[config.mk]
export PLATFORM = sky130hd
export DESIGN_NAME = pcvm_ctrl
export DESIGN_NICKNAME = d
export VERILOG_FILES = /design/src/rtl/pcvm_pkg.sv /design/src/rtl/pcvm_ctrl.sv
export SDC_FILE = /design/constraint.sdc
export NUM_CORES = 1
export LEC_CHECK = 0
export BUFFER_PORTS_ARGS = -buffer_cell sky130_fd_sc_hd__buf_2
export CAP_MARGIN = 10
export CORE_AREA = 2 2 39 41
export DETAILED_ROUTE_END_ITERATION = 6
export DIE_AREA = 0 0 41 43
export REMOVE_ABC_BUFFERS = 1
export SYNTH_ARGS = -nofsm -noshare
export SYNTH_HDL_FRONTEND = slang
export SYNTH_SLANG_ARGS = --single-unit
[constraint.sdc]
create_clock -name i_clk -period 2.3 [get_ports i_clk]
set_input_delay 0.345 -clock i_clk [delete_from_list [all_inputs] [get_ports i_clk]]
set_output_delay 0.345 -clock i_clk [all_outputs]
set_load 0.05 [all_outputs]
[src/rtl/pcvm_pkg.sv]
package pcvm_pkg;

    localparam int ENTRIES_DEF   = 16;
    localparam int MAX_WORDS_DEF = 256;

    localparam logic [63:0] FNV_BASIS       = 64'hcbf29ce484222325;
    // prime is 2^40 + 0x1b3
    localparam logic [8:0]  FNV_PRIME_LO    = 9'h1b3;
    localparam int          FNV_PRIME_SHIFT = 40;

    localparam logic [7:0]  DYN_LIMIT = 8'd1;
    localparam logic [15:0] MAP_LIMIT = 16'd256;

    localparam logic [1:0] OP_REGISTER = 2'd0;
    localparam logic [1:0] OP_EXACT    = 2'd1;
    localparam logic [1:0] OP_LEGACY   = 2'd2;
    localparam logic [1:0] OP_VARIANT  = 2'd3;

    localparam logic [2:0] ST_OK       = 3'd0;
    localparam logic [2:0] ST_NO_MATCH = 3'd1;
    localparam logic [2:0] ST_BAD_SIG  = 3'd2;
    localparam logic [2:0] ST_BAD_MAP  = 3'd3;
    localparam logic [2:0] ST_FULL     = 3'd4;

    typedef struct packed {
        logic [1:0]  operation;
        logic [31:0] code_word;
        logic        final_word;
        logic [31:0] kind_key;
        logic [31:0] origin_key;
        logic [63:0] variant_tag;
        logic [15:0] needed_mask;
        logic [8:0]  claimed_count;
        logic [63:0] claimed_digest;
        logic        payload_present;
        logic [7:0]  dynamic_flag;
        logic [15:0] constant_total;
    } t_in;

    typedef struct packed {
        logic [2:0]  status;
        logic [3:0]  entry_index;
        logic [63:0] entry_variant;
        logic [63:0] call_digest;
        logic [4:0]  entry_total;
    } t_out;

    typedef struct packed {
        logic load;
        logic mix;
        logic mul;
        logic add;
        logic scan_step;
        logic pos_adv;
        logic walk_init;
        logic walk_step;
        logic finish;
    } t_cmd;

    typedef struct packed {
        logic       scan_done;
        logic       walk_done;
        logic       final_word;
        logic [1:0] op;
    } t_stat;

endpackage

[src/rtl/pcvm_ctrl.sv]
module pcvm_ctrl (
    input  logic           i_clk,
    input  logic           i_rst_n,
    input  logic           start,
    output logic           busy,
    input  pcvm_pkg::t_stat i_stat,
    output pcvm_pkg::t_cmd  o_cmd
);
    import pcvm_pkg::*;

    localparam logic [3:0] S_IDLE   = 4'd0;
    localparam logic [3:0] S_MIX    = 4'd1;
    localparam logic [3:0] S_MUL    = 4'd2;
    localparam logic [3:0] S_ADD    = 4'd3;
    localparam logic [3:0] S_SCAN   = 4'd4;
    localparam logic [3:0] S_SDRAIN = 4'd5;
    localparam logic [3:0] S_WALK   = 4'd6;
    localparam logic [3:0] S_WDRAIN = 4'd7;
    localparam logic [3:0] S_DONE   = 4'd8;

    logic [3:0] r_state;
    logic [3:0] n_state;
    t_cmd       w_cmd;

    always_comb begin
        n_state = r_state;
        w_cmd   = '0;
        unique case (r_state)
            S_IDLE: begin
                if (start) begin
                    w_cmd.load = 1'b1;
                    n_state    = S_MIX;
                end
            end
            S_MIX: begin
                w_cmd.mix = 1'b1;
                n_state   = S_MUL;
            end
            S_MUL: begin
                w_cmd.mul = 1'b1;
                n_state   = S_ADD;
            end
            S_ADD: begin
                w_cmd.add = 1'b1;
                n_state   = S_SCAN;
            end
            S_SCAN: begin
                if (i_stat.scan_done) begin
                    n_state = S_SDRAIN;
                end else begin
                    w_cmd.scan_step = 1'b1;
                end
            end
            S_SDRAIN: begin
                w_cmd.pos_adv = 1'b1;
                if (!i_stat.final_word) begin
                    n_state = S_IDLE;
                end else if (i_stat.op == OP_REGISTER) begin
                    n_state = S_DONE;
                end else begin
                    w_cmd.walk_init = 1'b1;
                    n_state         = S_WALK;
                end
            end
            S_WALK: begin
                if (i_stat.walk_done) begin
                    n_state = S_WDRAIN;
                end else begin
                    w_cmd.walk_step = 1'b1;
                end
            end
            S_WDRAIN: begin
                n_state = S_DONE;
            end
            S_DONE: begin
                w_cmd.finish = 1'b1;
                n_state      = S_IDLE;
            end
            default: begin
                n_state = S_IDLE;
            end
        endcase
    end

    always_ff @(posedge i_clk) begin
        if (!i_rst_n) begin
            r_state <= S_IDLE;
        end else begin
            r_state <= n_state;
        end
    end

    assign busy  = (r_state != S_IDLE);
    assign o_cmd = w_cmd;
endmodule

==> flow_metrics.tcl <==
set metrics [dict create \
    run_status "completed" \
    design.final.nets 62 \
    tightest_slew_ns 0.266 \
    maxSlewHeadroom_pct 82.3 \
    synth-seq-cells 4 \
    drtIter0Drc 2 \
    grt_pass1_vias 271 \
    setup_viol 0 \
    critical_path.cell_chain "or2b_1 > nor3_1 > buf_2" \
    clock-skew-final_ns 0.000990 \
    post_synth_instance_area_sq_um 273 \
    grt-ovfl-total 0 \
    start_util_pct 19.7 \
    floorplan.io_pins 18 \
    synthMuxAreaShare_pct 4.13 \
    arrival_ns 1.46 \
    count_of_fill_cells_added_during_filler_insertion 155 \
    yosys.area_share.xor_xnor_pct 0 \
    hold_buffers_post_cts 0 \
    dieHeight_um 43 \
    grt_max_degree 11 \
    cts_max_path_buffers 2 \
    clkLatencyLatePin_ns 0.23 \
    numCtsBuffers 3 \
    total_number_of_vias 308 \
    post_synth.cell_area_avg_sq_um 8.02 \
    final_layout_size_suffix_gt1_share_pct 44.2 \
    grt_first_pass_wirelength_mm 1.01 \
    ir_drop_v 0.000210 \
    finalHoldViolCount 0 \
    cp.buffers_inverters 1 \
    area_delta_synth_final_pct 40.8 \
    hp-class "primary input to flip-flop" \
    setup_repair_after_global_routing_missed_its_margin "false" \
    largest_registers "r_state: 4 flops" \
    gp_congestion 0.655 \
    critical_path_peak_fanout 9 \
    cell_class_contributing_the_biggest_share_of_worst_path_delay "simple AND/OR/NAND/NOR gates" \
    i_o_buffers 17 \
    design.core.area_sq_um 1380 \
    synth_compound_gate_area_share_pct 11.5 \
    cts_sinks 4 \
    worst_path_max_delay_cell "dfxtp_1" \
    yosysWarnings 0 \
    critical_path_class "flip-flop to output port" \
    row_count 14 \
    clock_tree.htree_level_count 1 \
    number_of_vias_per_cell_after_detailed_routing 4.53 \
    kind_of_start_point_of_the_critical_path "flip-flop" \
    grt_util_all_layers_pct 8.64 \
    synth_fa_ha_area_share_pct 0 \
    n_antenna_cell 0 \
    postSynthCellCount 34 \
    setup.worst_path.end_class "output port" \
    die_width_um 41 \
    wl_per_cell_um 9.49 \
    antenna_found_initial 0 \
    period_share_pct 78.6 \
    static_leakage_nw 0.186 \
    max_capacitance_violation_total 0 \
    postLayoutCellArea_sq_um 384 \
    largest_family_of_logic_cells_by_synthesized_area "simple AND/OR/NAND/NOR gates" \
    worst-endpoint-required_ns 1.96 \
    seq_area_frac_synth_pct 29.4 \
    clkTransAtPathRegs_ns 0.03 \
    netlist-cell-type-count 19 \
    yosys.area_share.simple_pct 47.7 \
    max_freq_mhz 553 \
    placed_area_sq_um 362 \
    clk_root_buffer_cell "clkbuf_4" \
    route.antenna.remaining_nets 0 \
    min_period_ns 1.81 \
    total_of_cells_resized_after_clock_tree_synthesis 0 \
    drc 0 \
    tritoncts_clock_tree "yes" \
    die_area_sq_um 1760 \
    dr.pass1.iters 2 \
    largest_register "r_state" \
    power-per-cell-area_nw_per_um2 700 \
    dp_hpwl_um 562 \
    design_power_total_w 0.000269 \
    routed_wl_um 645 \
    drv_slew 0 \
    cpPeakStageDelay_ns 0.46 \
    post_cts.repair.setup_buffers 0 \
    number_of_flip_flops_in_the_largest_register 4 \
]
[cells in the mapped netlist]
cell type,count,area share (%)
and3b_4,1,4.6
nand2_1,1,1.4
and3_1,1,2.3
buf_2,1,1.8
dfxtp_1,4,29
buf_6,1,4.1
and4bb_4,1,6.0
or2b_1,1,2.8
nand3_1,2,3.7
o31a_1,2,6.4
nor4_1,2,4.6
inv_1,1,1.4
o2111ai_1,1,3.2
mux2_2,1,4.1
nor2_1,7,9.6
or4_1,1,2.8
a21oi_1,1,1.8
nand2b_1,2,4.6
nor3_1,3,5.5
[metal layers]
layer	track usage (%)	vias up	wire length, um
met5	0	-	0
met4	6.00	0	0
met3	3.14	0	36
met2	13.4	6	338
met1	9.03	140	270
li1	-	162	-
[worst register-to-register path: cells and delay by family, from the launching register on]
kind            cells  cell delay (ns)
compound gates      1             0.29
flops               1             0.46
simple gates        2             0.46
[path summary, 6_finish.rpt]
check / start / endpoint / slack, ns / depth (start not counted)
max: r_state[1] / o_cmd[1] / 0.49 / 3
min: i_rst_n / r_state[1] / 0.38 / 2
max reg2reg: r_state[1] / r_state[2] / 0.98 / 3
min reg2reg: r_state[0] / r_state[0] / 0.53 / 1
[logic make-up after synthesis]
family                 count (synthesis)
DFF                                    4
and+or+nand+nor                       22
AOI/OAI and AO/OA                      4
muxes                                  1
buffers and inverters                  3
[power by group]
group	switching, W	total, W	internal [W]	leakage [nW]
clock network	0.0000243	0.0000824	0.0000580	0.0138
logic	0.0000695	0.0000993	0.0000299	0.139
registers	0.0000116	0.0000873	0.0000757	0.0327
[metrics by stage]
stage	TNS, ns	util [%]	hold slack, ns	std cells	worst slack, ns
4_1_cts	0	27.8	0.380	68	0.482
3_5_place_dp	0	26.1	0.528	65	0.731
5_1_grt	0	27.8	0.379	68	0.394
3_3_place_gp	0	26.1	0.521	65	0.753
6_report	0	27.8	0.384	68	0.492
2_1_floorplan	-0.110	-	0.473	32	-0.0570
[cell type report]
type	instances	area (sq um)	area share (%)
Sequential cell	4	80.1	20.8
Clock buffer	3	22.5	5.86
Inverter	1	3.75	0.977
Timing Repair Buffer	17	85.1	22.1
Tap cell	16	20.0	5.21
Multi-Input combinational cell	27	173	45.0
[cell usage in the layout, fill, tap and decap left out, types with 2 or more instances in the layout]
cell type   n
nor3_1      3
nand2b_1    2
nor4_1      2
buf_2      17
clkbuf_4    3
nand3_1     2
o31a_1      2
dfxtp_1     4
nor2_1      7
(Power assumes the default switching activity.)
